### config.mk
export PLATFORM = sky130hd
export DESIGN_NAME = layer_compositor_bitplane_packer_core
export DESIGN_NICKNAME = d
export VERILOG_FILES = /design/src/rtl/lcbp_pkg.sv /design/src/rtl/layer_compositor_bitplane_packer_core.sv /design/src/rtl/lcbp_lane.sv /design/src/rtl/lcbp_merge.sv /design/src/rtl/lcbp_pack.sv
export SDC_FILE = /design/constraint.sdc
export NUM_CORES = 1
export LEC_CHECK = 0
export BUFFER_PORTS_ARGS = -buffer_cell sky130_fd_sc_hd__buf_2
export CAP_MARGIN = 5
export CORE_MARGIN = 5
export CORE_UTILIZATION = 25
export DETAILED_ROUTE_END_ITERATION = 8
export PLACE_DENSITY = 0.45
export SYNTH_ARGS = -nofsm -noshare
export SYNTH_HDL_FRONTEND = slang
export SYNTH_SLANG_ARGS = --single-unit
### constraint.sdc
create_clock -name clk -period 5.44 [get_ports clk]
set_clock_uncertainty 0.15 [all_clocks]
set_input_delay 0.544 -clock clk [delete_from_list [all_inputs] [get_ports clk]]
set_output_delay 0.544 -clock clk [all_outputs]
set_load 0.02 [all_outputs]
### src/rtl/lcbp_pkg.sv
// Shared types and constants for the layer compositor bitplane packer.
`timescale 1ns / 1ps
`default_nettype none
package lcbp_pkg;

	localparam int INPUT_LAYERS  = 4;
	localparam int ROWS_PER_BYTE = 8;
	localparam int COLOR_W       = 3;
	localparam int ADDR_W        = 13;
	localparam int BYTE_W        = 8;
	localparam int BIT_W         = 3;

	localparam int FRAME_WIDTH_W   = 9;
	localparam int HEIGHT_GROUPS_W = 4;
	localparam int MASK_W          = 4;

	localparam logic [1:0] REG_FRAME_WIDTH   = 2'd0;
	localparam logic [1:0] REG_HEIGHT_GROUPS = 2'd1;
	localparam logic [1:0] REG_VISIBLE_MASK  = 2'd2;

	localparam logic [FRAME_WIDTH_W-1:0]   FRAME_WIDTH_RST   = 9'd256;
	localparam logic [HEIGHT_GROUPS_W-1:0] HEIGHT_GROUPS_RST = 4'd2;
	localparam logic [MASK_W-1:0]          VISIBLE_MASK_RST  = 4'd15;

	localparam logic [BIT_W-1:0] LAST_BIT = 3'd7;

	typedef logic [COLOR_W-1:0] color_t;

	typedef struct packed {
		color_t layer0_color;
		color_t layer1_color;
		color_t layer2_color;
		color_t layer3_color;
	} in_item_t;

	typedef struct packed {
		logic [BYTE_W-1:0] red_byte;
		logic [BYTE_W-1:0] green_byte;
		logic [BYTE_W-1:0] blue_byte;
		logic [ADDR_W-1:0] red_addr;
		logic [ADDR_W-1:0] green_addr;
		logic [ADDR_W-1:0] blue_addr;
		logic              frame_last;
	} out_item_t;

	typedef struct packed {
		logic hit;
		color_t color;
	} lane_res_t;

endpackage
`default_nettype wire

### src/rtl/layer_compositor_bitplane_packer_core.sv
// Layer compositor and RGB bitplane packer top level with its register port.
// Usage:
//   Input channel (in_valid/in_ready/in_data): one pixel per transfer, columns in
//   order, rows top to bottom within a column, four 3-bit layer colours each.
//   Output channel (out_valid/out_ready/out_data): one transfer per group of
//   eight rows: red, green and blue plane bytes, their buffer addresses and a
//   frame-end flag on the last group of the last column.
//   Register port: frame_width at 0x0, height_groups at 0x4, visible_mask at 0x8;
//   write only while no pixel is in flight.
//   Throughput: one pixel per cycle while in_ready is high; four colour lanes
//   and a priority merge work on each pixel in the cycle it is accepted.
//   Path: a closing pixel loads the result stage, then the output register.
//   Stall: a result stage and the output register hold results while out_ready
//   is low; pixels that close no group are still taken, and the pixel that
//   closes a group waits only while both are full.
//   Reset: registers return to width 256, two groups, all layers visible; the
//   row and column counters and plane bytes clear, no result is pending.
`timescale 1ns / 1ps
`default_nettype none
module layer_compositor_bitplane_packer_core
	import lcbp_pkg::*;
#(
	parameter int LAYER_COUNT = 4,
	parameter int WIDTH_MAX   = 256,
	parameter int HEIGHT_MAX  = 64
) (
	input  wire logic        clk,
	input  wire logic        arst_n,
	input  wire logic        psel,
	input  wire logic        penable,
	input  wire logic        pwrite,
	input  wire logic [3:0]  paddr,
	input  wire logic [31:0] pwdata,
	output logic [31:0]      prdata,
	output logic             pready,
	input  wire logic        in_valid,
	output logic             in_ready,
	input  wire in_item_t    in_data,
	output logic             out_valid,
	input  wire logic        out_ready,
	output out_item_t        out_data
);

	localparam int LANES   = (LAYER_COUNT < INPUT_LAYERS) ? LAYER_COUNT : INPUT_LAYERS;
	localparam int GMAX    = HEIGHT_MAX / ROWS_PER_BYTE;
	localparam int COL_W   = (WIDTH_MAX > 1) ? $clog2(WIDTH_MAX) : 1;
	localparam int EW      = $clog2(WIDTH_MAX + 1);
	localparam int ROW_W   = $clog2(HEIGHT_MAX);
	localparam int GW      = $clog2(GMAX + 1);
	localparam int GROUP_W = (ROW_W > BIT_W) ? ROW_W - BIT_W : 1;

	logic [FRAME_WIDTH_W-1:0]   frame_width_q;
	logic [HEIGHT_GROUPS_W-1:0] height_groups_q;
	logic [MASK_W-1:0]          visible_mask_q;

	logic [EW-1:0] width_eff;
	logic [GW-1:0] groups_eff;
	logic          wr_en;
	color_t        colors [INPUT_LAYERS];
	lane_res_t     lane   [LANES];
	color_t        color;

	assign pready = 1'b1;
	assign wr_en  = psel && penable && pwrite && pready;

	always_ff @(posedge clk or negedge arst_n) begin
		if (!arst_n) begin
			frame_width_q   <= FRAME_WIDTH_RST;
			height_groups_q <= HEIGHT_GROUPS_RST;
			visible_mask_q  <= VISIBLE_MASK_RST;
		end else if (wr_en) begin
			case (paddr[3:2])
				REG_FRAME_WIDTH:   frame_width_q   <= pwdata[FRAME_WIDTH_W-1:0];
				REG_HEIGHT_GROUPS: height_groups_q <= pwdata[HEIGHT_GROUPS_W-1:0];
				REG_VISIBLE_MASK:  visible_mask_q  <= pwdata[MASK_W-1:0];
				default: ;
			endcase
		end
	end

	always_comb begin
		case (paddr[3:2])
			REG_FRAME_WIDTH:   prdata = 32'(frame_width_q);
			REG_HEIGHT_GROUPS: prdata = 32'(height_groups_q);
			REG_VISIBLE_MASK:  prdata = 32'(visible_mask_q);
			default:           prdata = '0;
		endcase
	end

	always_comb begin
		if (frame_width_q == '0) begin
			width_eff = EW'(1);
		end else if (32'(frame_width_q) > WIDTH_MAX) begin
			width_eff = EW'(WIDTH_MAX);
		end else begin
			width_eff = EW'(frame_width_q);
		end
		if (height_groups_q == '0) begin
			groups_eff = GW'(1);
		end else if (32'(height_groups_q) > GMAX) begin
			groups_eff = GW'(GMAX);
		end else begin
			groups_eff = GW'(height_groups_q);
		end
	end

	assign colors[0] = in_data.layer0_color;
	assign colors[1] = in_data.layer1_color;
	assign colors[2] = in_data.layer2_color;
	assign colors[3] = in_data.layer3_color;

	for (genvar i = 0; i < LANES; i++) begin : g_lane
		lcbp_lane u_lane (
			.color  (colors[i]),
			.enable (visible_mask_q[i]),
			.res    (lane[i])
		);
	end

	lcbp_merge #(
		.LANES (LANES)
	) u_merge (
		.lane  (lane),
		.color (color)
	);

	lcbp_pack #(
		.COL_W   (COL_W),
		.EW      (EW),
		.ROW_W   (ROW_W),
		.GW      (GW),
		.GROUP_W (GROUP_W)
	) u_pack (
		.clk        (clk),
		.arst_n     (arst_n),
		.width_eff  (width_eff),
		.groups_eff (groups_eff),
		.in_valid   (in_valid),
		.in_ready   (in_ready),
		.color      (color),
		.out_valid  (out_valid),
		.out_ready  (out_ready),
		.out_data   (out_data)
	);

endmodule
`default_nettype wire

### src/rtl/lcbp_lane.sv
// One compositing lane: qualifies one layer's colour against its enable bit.
`timescale 1ns / 1ps
`default_nettype none
module lcbp_lane
	import lcbp_pkg::*;
(
	input  wire color_t    color,
	input  wire logic      enable,
	output lane_res_t      res
);

	always_comb begin
		res.hit   = enable && (color != '0);
		res.color = color;
	end

endmodule
`default_nettype wire

### src/rtl/lcbp_merge.sv
// Priority merge of lane results: the lowest-numbered hitting lane wins.
`timescale 1ns / 1ps
`default_nettype none
module lcbp_merge
	import lcbp_pkg::*;
#(
	parameter int LANES = 4
) (
	input  wire lane_res_t lane [LANES],
	output color_t         color
);

	always_comb begin
		color = '0;
		for (int i = LANES - 1; i >= 0; i--) begin
			if (lane[i].hit) begin
				color = lane[i].color;
			end
		end
	end

endmodule
`default_nettype wire

### src/rtl/lcbp_pack.sv
// Row and column counters, bitplane shift bytes, result stage and output register.
`timescale 1ns / 1ps
`default_nettype none
module lcbp_pack
	import lcbp_pkg::*;
#(
	parameter int COL_W   = 8,
	parameter int EW      = 9,
	parameter int ROW_W   = 6,
	parameter int GW      = 4,
	parameter int GROUP_W = 3
) (
	input  wire logic            clk,
	input  wire logic            arst_n,
	input  wire logic [EW-1:0]   width_eff,
	input  wire logic [GW-1:0]   groups_eff,
	input  wire logic            in_valid,
	output logic                 in_ready,
	input  wire color_t          color,
	output logic                 out_valid,
	input  wire logic            out_ready,
	output out_item_t            out_data
);

	logic [COL_W-1:0]   col_q;
	logic [ROW_W-1:0]   row_q;
	logic [BYTE_W-1:0]  red_q, green_q, blue_q;

	logic               valid_s1;
	logic [BYTE_W-1:0]  red_s1, green_s1, blue_s1;
	logic [COL_W-1:0]   col_s1;
	logic [GROUP_W-1:0] group_s1;
	logic               last_s1;

	logic               out_valid_q;
	out_item_t          out_q;

	logic [BIT_W-1:0]   bit_idx;
	logic               take, emit, row_wrap, col_wrap;
	logic               out_adv, s1_adv, s1_free;
	logic [BYTE_W-1:0]  red_nx, green_nx, blue_nx;
	logic [ADDR_W-1:0]  base, plane;

	assign bit_idx  = row_q[BIT_W-1:0];
	assign out_adv  = !out_valid_q || out_ready;
	assign s1_adv   = valid_s1 && out_adv;
	assign s1_free  = !valid_s1 || out_adv;
	assign in_ready = (bit_idx != LAST_BIT) || s1_free;
	assign take     = in_valid && in_ready;
	assign emit     = take && (bit_idx == LAST_BIT);
	assign row_wrap = (32'(row_q) + 1) >= (32'(groups_eff) * ROWS_PER_BYTE);
	assign col_wrap = (32'(col_q) + 1) >= 32'(width_eff);

	always_comb begin
		red_nx   = red_q;
		green_nx = green_q;
		blue_nx  = blue_q;
		red_nx[bit_idx]   = color[2];
		green_nx[bit_idx] = color[1];
		blue_nx[bit_idx]  = color[0];
	end

	always_ff @(posedge clk or negedge arst_n) begin
		if (!arst_n) begin
			col_q   <= '0;
			row_q   <= '0;
			red_q   <= '0;
			green_q <= '0;
			blue_q  <= '0;
		end else if (take) begin
			if (emit) begin
				red_q   <= '0;
				green_q <= '0;
				blue_q  <= '0;
			end else begin
				red_q   <= red_nx;
				green_q <= green_nx;
				blue_q  <= blue_nx;
			end
			if (row_wrap) begin
				row_q <= '0;
				col_q <= col_wrap ? '0 : col_q + 1'b1;
			end else begin
				row_q <= row_q + 1'b1;
			end
		end
	end

	always_ff @(posedge clk or negedge arst_n) begin
		if (!arst_n) begin
			valid_s1 <= 1'b0;
		end else if (emit) begin
			valid_s1 <= 1'b1;
		end else if (s1_adv) begin
			valid_s1 <= 1'b0;
		end
	end

	always_ff @(posedge clk) begin
		if (emit) begin
			red_s1   <= red_nx;
			green_s1 <= green_nx;
			blue_s1  <= blue_nx;
			col_s1   <= col_q;
			group_s1 <= GROUP_W'(row_q >> BIT_W);
			last_s1  <= row_wrap && col_wrap;
		end
	end

	assign base  = ADDR_W'(32'(group_s1) + 32'(col_s1) * 32'(groups_eff));
	assign plane = ADDR_W'(32'(width_eff) * 32'(groups_eff));

	always_ff @(posedge clk or negedge arst_n) begin
		if (!arst_n) begin
			out_valid_q <= 1'b0;
		end else if (out_adv) begin
			out_valid_q <= valid_s1;
		end
	end

	always_ff @(posedge clk) begin
		if (s1_adv) begin
			out_q.red_byte   <= red_s1;
			out_q.green_byte <= green_s1;
			out_q.blue_byte  <= blue_s1;
			out_q.red_addr   <= base;
			out_q.green_addr <= base + plane;
			out_q.blue_addr  <= base + {plane[ADDR_W-2:0], 1'b0};
			out_q.frame_last <= last_s1;
		end
	end

	assign out_valid = out_valid_q;
	assign out_data  = out_q;

endmodule
`default_nettype wire
Yosys cells after proc, flatten, opt, wreduce, memory -nomap -nowiden. Index checks and enable logic that the tools add are counted.

Input port bits: 55. Latch bits: 0. RAM bits: 0. Output and inout port bits: 99. Memories kept: 0. Memory bits (read-only): 0. Logic and storage cells: 91. Flip-flop bits (word level): 157.

$add $sub $neg: 7. Equal/unequal tests: 4. Div/mod/pow operators: 0. Multiply operators: 2. Bitwise gates (word level): 0. Shift operators: 0. $lt $le $gt $ge: 6. Reduce and logical (&&, ||, !) cells: 28. Mux-type cells: 21.

Operators by type and width (count): 32-bit by 7-bit >= comparator with 1-bit output (1); 32-bit by 9-bit >= comparator with 1-bit output (1); 8-bit 2-to-1 mux (4); 9-bit one-hot mux with 3 select lines (1); 13-bit adder (2); 8-bit bitwise mux (3); 9-bit 2-to-1 mux (2); 3-bit by 12-bit adder with 13-bit output (1); 9-bit by 4-bit multiplier with 13-bit output (1); 8-bit by 4-bit multiplier with 12-bit output (1); 3-bit 2-to-1 mux (4); 3-bit nonzero test (4); 1-bit logical AND (11); 8-bit by 1-bit adder with 9-bit output, second input constant (1); 9-bit greater-than comparator, second input constant (1); 9-bit zero test (1); 8-bit by 1-bit adder with 8-bit output, second input constant (1); 4-bit 2-to-1 mux (2); 2-bit AND reduction (4); 6-bit by 1-bit adder with 7-bit output, second input constant (1); 6-bit by 1-bit adder with 6-bit output, second input constant (1); 6-bit 2-to-1 mux (1); 4-bit greater-than comparator, second input constant (1); 4-bit zero test (1); 12 further kinds (17).

Longest topological paths before layout. Gate-level depths: netlist (run 1).

Depth in word-level cells: 8. Mapped depth: 22. Mapped depth without buffers: 22.

Cells and area by module. From an unflattened synthesis (run 1), not the netlist that was laid out.

Cell total of the unflattened synthesis: 845. Area, all modules: 9858.2 um2.

By module, submodules not included: lcbp_pack (instances 1, cells an instance 709, area each 8557.0 um2); layer_compositor_bitplane_packer_core (instances 1, cells an instance 104, area each 1083.5 um2); lcbp_lane (instances 4, cells an instance 4, area each 31.3 um2); lcbp_merge (instances 1, cells an instance 16, area each 92.6 um2).

Least setup slack after synthesis (run 1). OpenSTA, ideal clock, no wires.

Kind: register to register. Start point: reg height_groups_q[1]. End point: reg u_pack.out_q (netlist bit u_pack.out_data[24]), data pin. Data arrival time: 4.923 ns. Setup slack: 0.096 ns. Cell stages (with the launch flop): 21. Period minus slack after synthesis: 5.344 ns. Buffers on the path: 1. Library setup time: 0.272 ns. Cell sequence: dfstp_2 nor2_1 o21ai_0 inv_1 clkbuf_1 and2_1 ha_1 fa_1 inv_1 fa_1 nor2b_1 o21ai_0 a21boi_0 o21ai_0 nor2b_1 xnor2_1 ha_1 or3_1 o21ai_0 o311a_1 or4_1.

Word-level cells in the longest chain between the ends: 6. Elaborated cells between the ends (all ways): 8.

RTL lines: start, declared (RTL line layer_compositor_bitplane_packer_core.sv:53) `logic [HEIGHT_GROUPS_W-1:0] height_groups_q;`; start signal, assigned (RTL line layer_compositor_bitplane_packer_core.sv:74) `REG_HEIGHT_GROUPS: height_groups_q <= pwdata[HEIGHT_GROUPS_W-1:0];`; 4-bit greater-than comparator (RTL line layer_compositor_bitplane_packer_core.sv:100) `end else if (32'(height_groups_q) > GMAX) begin`; 4-bit 2-to-1 mux (RTL line layer_compositor_bitplane_packer_core.sv:100); 4-bit 2-to-1 mux (*) (RTL line layer_compositor_bitplane_packer_core.sv:98) `if (height_groups_q == '0) begin`; 8-bit by 4-bit multiplier with 12-bit output (*) (RTL line lcbp_pack.sv:110) `assign base = ADDR_W'(32'(group_s1) + 32'(col_s1) * 32'(groups_eff));`; 3-bit by 12-bit adder with 13-bit output (*) (RTL line lcbp_pack.sv:110); via u_pack.base[7] (RTL line lcbp_pack.sv:42) `logic [ADDR_W-1:0] base, plane;`; 13-bit adder (*) (RTL line lcbp_pack.sv:127) `out_q.green_addr <= base + plane;`; end, declared (RTL line lcbp_pack.sv:36) `out_item_t out_q;`.

Mark *: on every way through the listed nets, which the timed path passes. The rest lies on a longest branch. A chain may end at the register's enable or synchronous reset.

Worst setup path in the final report (run 1).
Start point: reg frame_width_q[7]. End point: reg u_pack.out_q (netlist bit u_pack.out_data[13]), data pin.

Word-level cells in the longest chain between the ends: 5. Elaborated cells between the ends (all ways): 6.

RTL lines: start, declared (RTL line layer_compositor_bitplane_packer_core.sv:52) `logic [FRAME_WIDTH_W-1:0] frame_width_q;`; start signal, assigned (RTL line layer_compositor_bitplane_packer_core.sv:73) `REG_FRAME_WIDTH: frame_width_q <= pwdata[FRAME_WIDTH_W-1:0];`; 9-bit greater-than comparator (RTL line layer_compositor_bitplane_packer_core.sv:93) `end else if (32'(frame_width_q) > WIDTH_MAX) begin`; 9-bit 2-to-1 mux (RTL line layer_compositor_bitplane_packer_core.sv:93); 9-bit 2-to-1 mux (*) (RTL line layer_compositor_bitplane_packer_core.sv:91) `if (frame_width_q == '0) begin`; 9-bit by 4-bit multiplier with 13-bit output (*) (RTL line lcbp_pack.sv:111) `assign plane = ADDR_W'(32'(width_eff) * 32'(groups_eff));`; 13-bit adder (*) (RTL line lcbp_pack.sv:128) `out_q.blue_addr <= base + {plane[ADDR_W-2:0], 1'b0};`.

Every way passes the cells marked *; elsewhere a longest branch is shown, timed or not.

==> metrics.csv, run 1 <==
stage;metric;value;unit
floorplan;die height;209;microns
place;port bufs;104;
setup_path;CP Capture Type;flop;
setup_path;Reg2Reg Depth;22;
grt;initial antenna violation count;0;
grt;first-pass GRT wire length;39.8;mm
setup_path;WP data required;5.47;ns
grt;GRT Overall Usage;11.3;%
cells_and_area;layout cells sized above 1;26.7;%
pwr;total power divided by cell area;552;nW/um^2
clock_tree;CTS tree;yes;
timing;minimum clock period;5.22;ns
place;GPL Wtd Cong;0.776;
grt;largest net degree at the start of global routing;64;
synthesis;Mapped Area;9870;sq um
cells_and_area;final instance area;12400;sq um
routing;via count;7218;
cells_and_area;fin nets;1276;
routing;final wirelength;24.0;mm
timing;fmax;192;MHz
pwr;Pwr Total;6.83;mW
place;placed cell count;1602;
clock_tree;CTS clk-pin slew, worst paths;0.07;ns
clock_tree;CTS Buf Count;17;
synthesis;EDFF count, synth;99;
timing;Slew Limit Fails;0;
cells_and_area;Antenna diodes;0;
setup_path;crit-path leading delay family;adder cells;
setup_path;CP Class;flop to flop;
timing;Final Cycle Share;95.9;%
floorplan;die area;43500;sq um
timing;relative slew slack;41.7;%
clock_tree;clk buf depth;2;
setup_path;critical path depth;22;
floorplan;Die Wd;209;microns
clock_tree;TritonCTS Sinks;156;
timing;Final Hold Fails;0;
timing;Least-Margin Pin Slew;0.874;ns
routing;ANT nets after route;0;
routing;# DRC;0;
setup_path;Startpoint Class;flop;
routing;initial DRC count;257;
setup_path;CP max FO;2;
floorplan;row cnt;72;
synthesis;syn avg cell area;10.7;sq um
synthesis;register bit total from synthesis;156;
cells_and_area;synthesis-to-layout area growth;25.4;%
routing;vias per inst;4.40;
synthesis;Main synth FF type;edfxtp_1;
place;DP Area;11500;sq um
clock_tree;Hold-fix buffers, CTS;0;
cells_and_area;Post-Layout Cell Count;1639;
timing;Final Setup Violations;0;
setup_path;CP bufs+invs;4;
floorplan;effective utilization at floorplan;25.4;%
clock_tree;clock latency on the worst-skew pair;0.45;ns
grt;Overflow after GRT;0;
floorplan;core area;38800;sq um
synthesis;register area share after synthesis;44.7;%
synthesis;Async S/R FF share, synth;36.5;%
pwr;Peak VDD IR;0.258;mV
setup_path;Critical Path Max Stage Delay;0.56;ns
setup_path;Worst path most repeated cell;inv_1;
setup_path;Slowest-stage cell, CP;fa_1;
synthesis;Synth warnings;0;
setup_path;Critical Path AT;5.25;ns
min_path;Hold Path Class;input port to asynchronous set/reset pin;
clock_tree;CTS root buf;clkbuf_16;
timing;RSZ-0062 raised after global routing;no;
synthesis;Synth Instances;920;
job;Max-Cap Viols;0;
routing;Avg WL per Cell;14.6;microns
grt;vias in the first global route;7618;
floorplan;IO Pins;154;
routing;Detailed Routing Iterations Pass 1;5;
pwr;P_leak;5.44;nW
setup_path;CP Cell Sequence;nor4_2, a21oi_1, or2_2, inv_1, nand2_1, fa_1, inv_1, fa_1, inv_1, fa_2, nor2b_4, o2111ai_2, nand3b_1, buf_4, xor2_4, ha_1, a21o_1, a21o_1, a21oi_2, o31ai_4, xnor2_2, xnor2_1;
clock_tree;H-tree depth;4;
place;DP HPWL;18.2;mm
synthesis;Netlist cell types;68;
run_status;status;finished, final reports clean;
cell type report:
type	instances	area, sq um
Clock inverter	12	116
Fill cell	4018	26500
Timing Repair Buffer	191	1170
Tap cell	518	648
Clock buffer	20	500
Multi-Input combinational cell	681	5300
Sequential cell	156	4410
Inverter	61	229
path summary, 6_finish.rpt:
kind | startpoint | endpoint | slack [ns]
max in group asynchronous | arst_n | frame_width_q[4]$_DFFE_PN0P_ | 4.51
worst max register to register | frame_width_q[7]$_DFFE_PN0P_ | u_pack.out_data[13]$_DFFE_PP_ | 0.22
worst max-delay path | frame_width_q[7]$_DFFE_PN0P_ | u_pack.out_data[13]$_DFFE_PP_ | 0.22
worst min register to register | u_pack.blue_s1[6]$_DFFE_PP_ | u_pack.out_data[46]$_DFFE_PP_ | 0.27
worst min-delay path | arst_n | u_pack.green_q[4]$_DFFE_PN0P_ | 0.09
min in group clk | pwdata[8] | frame_width_q[8]$_DFFE_PN1P_ | 0.17
cells in the mapped netlist, types with 16 or more instances:
| master | count | area, sq um |
|---|---|---|
| nand2_1 | 104 | 390 |
| edfxtp_1 | 99 | 2970 |
| ha_1 | 84 | 1050 |
| o21ai_0 | 78 | 390 |
| inv_1 | 58 | 218 |
| nor2_1 | 52 | 195 |
| dfrtp_1 | 51 | 1280 |
| xnor2_1 | 30 | 263 |
| fa_1 | 29 | 581 |
| and2_1 | 28 | 175 |
| a21oi_1 | 27 | 135 |
| buf_4 | 25 | 188 |
| nand3_1 | 21 | 105 |
| a22o_1 | 16 | 140 |
| clkbuf_1 | 16 | 60.1 |
registers in the layout (all words and copies together), names as in the netlist, 3 cells and up:
signal	cells
u_pack.blue_q	8
u_pack.row_q	6
u_pack.col_q	8
u_pack.red_s1	8
height_groups_q	4
u_pack.green_s1	8
visible_mask_q	4
u_pack.green_q	8
u_pack.blue_s1	8
u_pack.group_s1	3
u_pack.red_q	8
u_pack.out_data	63
u_pack.col_s1	8
frame_width_q	9
metal layers:
| layer | part of all wire [%] | track usage [%] | up-vias |
|---|---|---|---|
| li1 | - | - | 3614 |
| met1 | 52 | 16.3 | 3477 |
| met2 | 44 | 17.4 | 113 |
| met3 | 2.9 | 2.25 | 14 |
| met4 | 1.2 | 2.97 | 0 |
| met5 | 0 | 0 | - |
metrics by stage:
step / setup TNS, ns / setup slack, ns / hold slack [ns] / utilization (%)
after floorplan: 0 / 0.0957 / 0.0984 / -
after global placement: 0 / 0.0111 / 0.254 / 29.6
after detailed placement: -0.120 / -0.0548 / 0.256 / 29.6
after CTS: 0 / 0.0433 / 0.124 / 31.2
after global routing: 0 / 0.000272 / 0.176 / 31.9
final: 0 / 0.220 / 0.0910 / 31.9
where the power goes:
| group | total [mW] | switching, mW | internal (mW) | leakage (nW) |
|---|---|---|---|---|
| clock network | 1.23 | 0.548 | 0.685 | 0.305 |
| logic | 3.81 | 2.02 | 1.80 | 3.55 |
| registers | 1.79 | 0.167 | 1.62 | 1.59 |
cell usage in the layout (no fill, tap or decap), types with 15 or more instances in the layout:
master / n
fa_1: 28
nor2_1: 51
dfrtp_1: 51
a21o_1: 15
conb_1: 24
o21ai_0: 74
clkbuf_16: 20
mux2_2: 15
buf_2: 104
inv_1: 58
ha_1: 78
a22o_1: 16
a21oi_1: 21
and2_1: 27
nand3_1: 20
nand2_1: 103
edfxtp_1: 99
xnor2_1: 25
buf_4: 87
cell families (layout without fill, tap and decap cells):
| group | after synthesis | after routing | synth area share [%] |
|---|---|---|---|
| muxes | 21 | 21 | 2.57 |
| AOI/OAI and AO/OA | 198 | 198 | 13.3 |
| adders and majority gates | 113 | 113 | 16.5 |
| DFF | 156 | 156 | 44.7 |
| xor gates and xnor gates | 41 | 41 | 3.78 |
| other | 2 | 24 | 0.0761 |
| and+or+nand+nor | 284 | 284 | 14.1 |
| buffers and inverters | 105 | 284 | 4.96 |
what timing repair did:
item                       CTS  global route
setup endpoints to repair    5            10
pin swaps                    0            14
buffers inserted             0             5
resized for setup           10            40
Note: power is estimated with default switching activity, not from simulation.
==> inputs of run 2 (changes only) <==
--- a/config.mk
+++ b/config.mk
@@ -7,7 +7,7 @@
 export LEC_CHECK = 0
 export BUFFER_PORTS_ARGS = -buffer_cell sky130_fd_sc_hd__buf_2
 export CAP_MARGIN = 5
-export CORE_MARGIN = 5
+export CORE_MARGIN = 4
 export CORE_UTILIZATION = 25
 export DETAILED_ROUTE_END_ITERATION = 8
 export PLACE_DENSITY = 0.45
==> constraint.sdc (replaced) <==
create_clock -name clk -period 5.44 [get_ports clk]
set_clock_uncertainty 0.15 [all_clocks]
set_input_delay 0.544 -clock clk [delete_from_list [all_inputs] [get_ports clk]]
set_output_delay 0.544 -clock clk [all_outputs]
set_load 0.1 [all_outputs]
==> run 2 against run 1 <==
  * Combinational power increased by 2%
  * First-iteration DRC count increased by 26%
  * Power increased by 1.8%
  * Cell count decreased by 0.12%
  * Global-route usage about the same
  * Sequential power about the same
  * Die area decreased by 1.9%
  * Highest routed layer unchanged
  * Register-to-register slack got worse by 0.06 ns
  * Via count decreased by 1.2%
  * Setup slack got worse by 0.065 ns
  * Flip-flop and latch count unchanged
  * Clock power increased by 3%
==> metrics.csv, run 2 (synthesis gave the netlist of run 1 again) <==
stage;metric;value;unit;change
clock_tree;CTS Buf Count;17;;unchanged
floorplan;IO Pins;154;;unchanged
routing;Detailed Routing Iterations Pass 1;5;;unchanged
setup_path;Critical Path AT;5.31;ns;+0.06 ns
floorplan;die area;42700;sq um;-1.9%
routing;final wirelength;23.5;mm;-2.0%
clock_tree;clock latency on the worst-skew pair;0.44;ns;about the same
cells_and_area;final instance area;12300;sq um;-0.90%
pwr;P_leak;5.41;nW;-0.64%
floorplan;die height;207;microns;-0.96%
cells_and_area;commonest cells after routing, fill and taps aside;104 x buf_2, 103 x nand2_1, 99 x edfxtp_1;;
min_path;Hold Path Class;input port to asynchronous set/reset pin;;
routing;vias per inst;4.36;;-1.1%
pwr;Peak VDD IR;0.298;mV;+16%
cells_and_area;fin util;31.6;%;-0.29 points
place;DP Area;11500;sq um;about the same
routing;initial DRC count;324;;+26%
timing;Final Hold Fails;0;;unchanged
routing;# DRC;0;;unchanged
floorplan;effective utilization at floorplan;25.4;%;unchanged
timing;relative slew slack;42.9;%;+1.2 points
clock_tree;CTS root buf;clkbuf_16;;
clock_tree;TritonCTS Sinks;156;;unchanged
timing;Slew Limit Fails;0;;unchanged
routing;ANT nets after route;0;;unchanged
setup_path;WP data required;5.46;ns;about the same
timing;final worst setup slack;0.156;ns;-0.0647 ns
grt;initial antenna violation count;0;;unchanged
grt;Overflow after GRT;0;;unchanged
cells_and_area;synthesis-to-layout area growth;24.3;%;
setup_path;Startpoint Class;flop;;
timing;minimum clock period;5.28;ns;+0.0647 ns
cells_and_area;Antenna diodes;0;;unchanged
setup_path;CP max FO;7;;+5
place;worst slack, placed;-0.0469;ns;+0.00789 ns
timing;Hold WS;0.106;ns;+0.0149 ns
clock_tree;clk buf depth;2;;unchanged
place;GPL Wtd Cong;0.793;;+2.3%
setup_path;CP Capture Type;flop;;
floorplan;Die Wd;207;microns;-0.96%
clock_tree;CTS clk-pin slew, worst paths;0.07;ns;about the same
cells_and_area;layout cells sized above 1;26.0;%;-0.67 points
job;Max-Cap Viols;0;;unchanged
clock_tree;H-tree depth;4;;unchanged
routing;Avg WL per Cell;14.4;microns;-1.9%
grt;first-pass GRT wire length;38.2;mm;-4.3%
cells_and_area;commonest non-fill, non-tap cell in the layout;buf_2;;
cells_and_area;flip-flop count of the largest register after layout;63;;unchanged
place;DP HPWL;18.0;mm;-1.6%
place;port bufs;104;;unchanged
setup_path;CP Class;flop to flop;;
cells_and_area;fin nets;1274;;-0.16%
timing;fmax;189;MHz;-1.2%
timing;Final Setup Violations;0;;unchanged
routing;via count;7132;;-1.2%
clock_tree;CTS tree;yes;;
timing;Final Cycle Share;97.1;%;+1.2 points
floorplan;row cnt;72;;unchanged
grt;largest net degree at the start of global routing;64;;unchanged
timing;RSZ-0062 raised after global routing;yes;;
timing;Least-Margin Pin Slew;0.856;ns;-0.0173 ns
grt;vias in the first global route;7301;;-4.2%
grt;GRT Overall Usage;11.3;%;-0.024 points
floorplan;core area;38800;sq um;unchanged
pwr;total power divided by cell area;567;nW/um^2;+2.7%
run_status;status;finished, final reports clean;;
## run 2: area by class of cell
type,count,area [sq um]
well taps,518,648
repair buffers,189,1160
inverters,61,236
clock buffers,19,475
flip-flops and latches,156,4410
clock inverters,13,153
fillers,3989,26600
multi-input cells,681,5190
## run 2: worst paths after layout
path / start / endpoint / slack (ns) / depth (start not counted)
worst max-delay path: frame_width_q[7]$_DFFE_PN0P_ / u_pack.out_data[13]$_DFFE_PP_ / 0.16 / 22
worst min-delay path: arst_n / u_pack.valid_s1$_DFFE_PN0P_ / 0.11 / 2
worst max register to register: frame_width_q[7]$_DFFE_PN0P_ / u_pack.out_data[13]$_DFFE_PP_ / 0.16 / 22
worst min register to register: u_pack.green_s1[1]$_DFFE_PP_ / u_pack.out_data[49]$_DFFE_PP_ / 0.27 / 0
max in group asynchronous: arst_n / frame_width_q[2]$_DFFE_PN0P_ / 4.52 / 2
min in group clk: pwdata[8] / frame_width_q[8]$_DFFE_PN1P_ / 0.18 / 3
## run 2: worst max-delay path: stages (launching register included)
cell and delay, ns:
dfrtp_1 0.38, nor4_2 0.28, a21oi_1 0.11, or2_2 0.31
inv_1 0.08, nand2_1 0.08, fa_1 0.53, inv_1 0.06
fa_1 0.56, inv_1 0.07, fa_2 0.41, nor2b_2 0.14
o2111ai_1 0.14, nand3b_1 0.15, a21o_1 0.12, a21oi_1 0.07
xnor2_1 0.16, buf_4 0.15, ha_2 0.38, nand3_1 0.11
o31ai_2 0.31, xnor2_1 0.18, xnor2_1 0.09
## run 2: layer usage
metal,global-route usage (%),share of wire (%),vias to the layer above
met5,0,0,-
met4,3.40,1.4,0
met3,1.92,4.0,16
met2,17.4,44,134
met1,16.2,51,3377
li1,-,-,3605
## run 2: what timing repair did
action                                  4_1_cts  5_1_grt
pin swaps                                     0        9
resized for setup                            10       29
endpoints found under the setup margin        5        8
buffers inserted                              0        2
hold buffers                                  0        0
## run 2: power breakdown
part | internal (mW) | switching [mW]
clock | 0.712 | 0.561
combinational | 1.73 | 2.17
sequential | 1.62 | 0.167
## run 2: through the flow
| step | cells | power, mW | setup TNS, ns |
|---|---|---|---|
| global placement | 1603 | 5.57 | -0.00680 |
| floorplan | 942 | 4.28 | 0 |
| detailed placement | 1603 | 5.58 | -0.130 |
| finish | 1637 | 6.96 | 0 |
| CTS | 1635 | 6.93 | 0 |
| global route | 1637 | 7.55 | -0.171 |
==> inputs of run 3 (changes only) <==
--- a/config.mk
+++ b/config.mk
@@ -11,6 +11,7 @@
 export CORE_UTILIZATION = 25
 export DETAILED_ROUTE_END_ITERATION = 8
 export PLACE_DENSITY = 0.45
+export SETUP_SLACK_MARGIN = 0.3
 export SYNTH_ARGS = -nofsm -noshare
 export SYNTH_HDL_FRONTEND = slang
 export SYNTH_SLANG_ARGS = --single-unit
==> run 3 against run 2 <==
  * Clock-buffer cell count fell by 2
  * Final area rose by 2.8%
  * Sequential share of layout area fell by 0.98 points
  * Flip-flop and latch count did not move
  * Routed wire length rose by 2.4%
  * Power rose by 4.4%
  * Worst hold slack got worse by 0.013 ns
==> metrics.csv, run 3 (synthesis gave the netlist of run 1 again) <==
stage;metric;value;unit;change
cells_and_area;Antenna diodes;0;;unchanged
setup_path;WP data required;5.47;ns;about the same
timing;RSZ-0062 raised after global routing;yes;;
clock_tree;TritonCTS Sinks;156;;unchanged
job;Max-Cap Viols;0;;unchanged
clock_tree;clk buf depth;2;;unchanged
grt;vias in the first global route;7220;;-1.1%
place;DP HPWL;17.7;mm;-1.3%
cells_and_area;fin util;32.5;%;+0.89 points
cells_and_area;area occupied by multi-input gates;5660;sq um;+9.2%
pwr;total power divided by cell area;576;nW/um^2;+1.6%
timing;relative slew slack;47.6;%;+4.7 points
pwr;P_leak;5.36;nW;-0.80%
grt;largest net degree at the start of global routing;58;;-9.4%
floorplan;IO Pins;154;;unchanged
timing;Least-Margin Pin Slew;0.787;ns;-0.0699 ns
floorplan;die height;207;microns;unchanged
setup_path;Startpoint Class;flop;;
place;GPL Wtd Cong;0.781;;-1.6%
pwr;Peak VDD IR;0.259;mV;-13%
routing;ANT nets after route;0;;unchanged
clock_tree;Hold-fix buffers, CTS;0;;unchanged
timing;final worst setup slack;0.354;ns;+0.198 ns
timing;minimum clock period;5.09;ns;-0.198 ns
cells_and_area;fin nets;1260;;-1.1%
timing;Hold WS;0.0933;ns;-0.0126 ns
cells_and_area;commonest cells after routing, fill and taps aside;104 x buf_2, 99 x edfxtp_1, 97 x nand2_1;;
timing;Total Negative Setup Slacks;0;ns;unchanged
run_status;status;finished, final reports clean;;
cells_and_area;Reg area;4410;sq um;unchanged
floorplan;Die Wd;207;microns;unchanged
min_path;Hold Path Class;input port to asynchronous set/reset pin;;
clock_tree;CTS root buf;clkbuf_16;;
timing;Final Cycle Share;93.5;%;-3.6 points
grt;Overflow after GRT;0;;unchanged
setup_path;CP Capture Type;flop;;
place;port bufs;104;;unchanged
floorplan;effective utilization at floorplan;25.4;%;unchanged
place;placed cell count;1572;;-1.9%
setup_path;CP max FO;6;;-1
clock_tree;clock latency on the worst-skew pair;0.45;ns;about the same
cells_and_area;fillers;3949;;-1.0%
grt;initial antenna violation count;0;;unchanged
floorplan;row cnt;72;;unchanged
routing;via count;7177;;+0.63%
routing;Avg WL per Cell;14.8;microns;+3.3%
cells_and_area;commonest non-fill, non-tap cell in the layout;buf_2;;
grt;first-pass GRT wire length;38.4;mm;+0.74%
floorplan;die area;42700;sq um;unchanged
clock_tree;CTS tree;yes;;
cells_and_area;flip-flop count of the largest register after layout;63;;unchanged
routing;initial DRC count;264;;-19%
routing;Detailed Routing Iterations Pass 1;4;;-1
cells_and_area;synthesis-to-layout area growth;27.8;%;
timing;Slew Limit Fails;0;;unchanged
setup_path;CP Class;flop to flop;;
grt;GRT Overall Usage;11.4;%;+0.12 points
routing;final wirelength;24.1;mm;+2.4%
clock_tree;CTS clk-pin slew, worst paths;0.07;ns;about the same
cells_and_area;layout cells sized above 1;30.1;%;+4.1 points
routing;vias per inst;4.42;;+1.5%
setup_path;Critical Path AT;5.12;ns;-0.19 ns
place;worst slack, placed;0.00232;ns;+0.0492 ns
timing;fmax;197;MHz;+3.9%
routing;# DRC;0;;unchanged
clock_tree;CTS Buf Count;17;;unchanged
timing;Final Hold Fails;0;;unchanged
cells_and_area;Post-Layout Cell Count;1623;;-0.86%
clock_tree;H-tree depth;4;;unchanged
timing;Final Setup Violations;0;;unchanged
floorplan;core area;38800;sq um;unchanged
[run 3: changes by cell type in the layout (fill, tap and decap cells not counted), sizes merged]
| cell | previous run | this run |
|---|---|---|
| clkbuf | 19 | 17 |
| inv | 69 | 67 |
| clkinv | 2 | 7 |
| buf | 189 | 175 |
| bufinv | 1 | 0 |
[run 3: metal layers]
layer  vias to the layer above  global-route usage, %  part of all wire (%)
li1                       3585                      -                     -
met1                      3451                   16.9                    51
met2                       118                   16.8                    44
met3                        23                   2.27                   4.1
met4                         0                   3.33                   1.5
met5                         -                      0                     0
[run 3: worst paths after layout]
check / start / slack (ns) / cells after the start / endpoint
worst max-delay path: height_groups_q[1]$_DFFE_PN1P_ / 0.35 / 19 / u_pack.out_data[24]$_DFFE_PP_
worst min-delay path: arst_n / 0.09 / 2 / u_pack.valid_s1$_DFFE_PN0P_
worst max register to register: height_groups_q[1]$_DFFE_PN1P_ / 0.35 / 19 / u_pack.out_data[24]$_DFFE_PP_
worst min register to register: u_pack.green_s1[4]$_DFFE_PP_ / 0.27 / 0 / u_pack.out_data[52]$_DFFE_PP_
max in group asynchronous: arst_n / 4.53 / 2 / height_groups_q[0]$_DFFE_PN0P_
min in group clk: pwdata[8] / 0.17 / 3 / frame_width_q[8]$_DFFE_PN1P_
[run 3: where the power goes]
| part | internal (mW) | leakage, nW | switching [mW] |
|---|---|---|---|
| clock | 0.619 | 0.288 | 0.592 |
| combinational | 1.92 | 3.49 | 2.35 |
| sequential | 1.62 | 1.59 | 0.167 |
[run 3: per-stage QoR]
stage | power [mW] | instance area [sq um]
2_1_floorplan | 4.29 | 9960
3_3_place_gp | 5.32 | 11300
3_5_place_dp | 5.32 | 11300
4_1_cts | 6.76 | 12000
5_1_grt | 7.86 | 12600
6_report | 7.26 | 12600
[run 3: area by class of cell]
type	instances	share of cell area (%)
clock buffer	17	3.37
clock inverter	15	1.35
inverter	61	1.89
multi-input combinational	681	44.9
sequential	156	34.9
tap	518	5.14
timing repair buffer	175	8.38
[run 3: worst max-delay path, cell delays in order, from the launching register on]
cell and delay [ns]:
dfstp_2 0.54, nor2b_1 0.12, buf_4 0.17, nand2_2 0.07, fa_1 0.50, inv_1 0.05
fa_1 0.48, ha_4 0.30, ha_4 0.19, nor2b_4 0.12, o21ai_2 0.16, a21boi_2 0.09
o21ai_2 0.22, nor2b_4 0.20, xnor2_2 0.14, ha_2 0.25, nor3_2 0.04, o211a_1 0.16
o311a_1 0.36, or4_4 0.53
[run 3: timing repair]
action | 4_1_cts | 5_1_grt
setup endpoints to repair | 7 | 9
cloned | 0 | 0
hold endpoints to repair | 0 | 0
setup buffers | 8 | 11
resized for setup | 29 | 80
pin swaps | 14 | 49
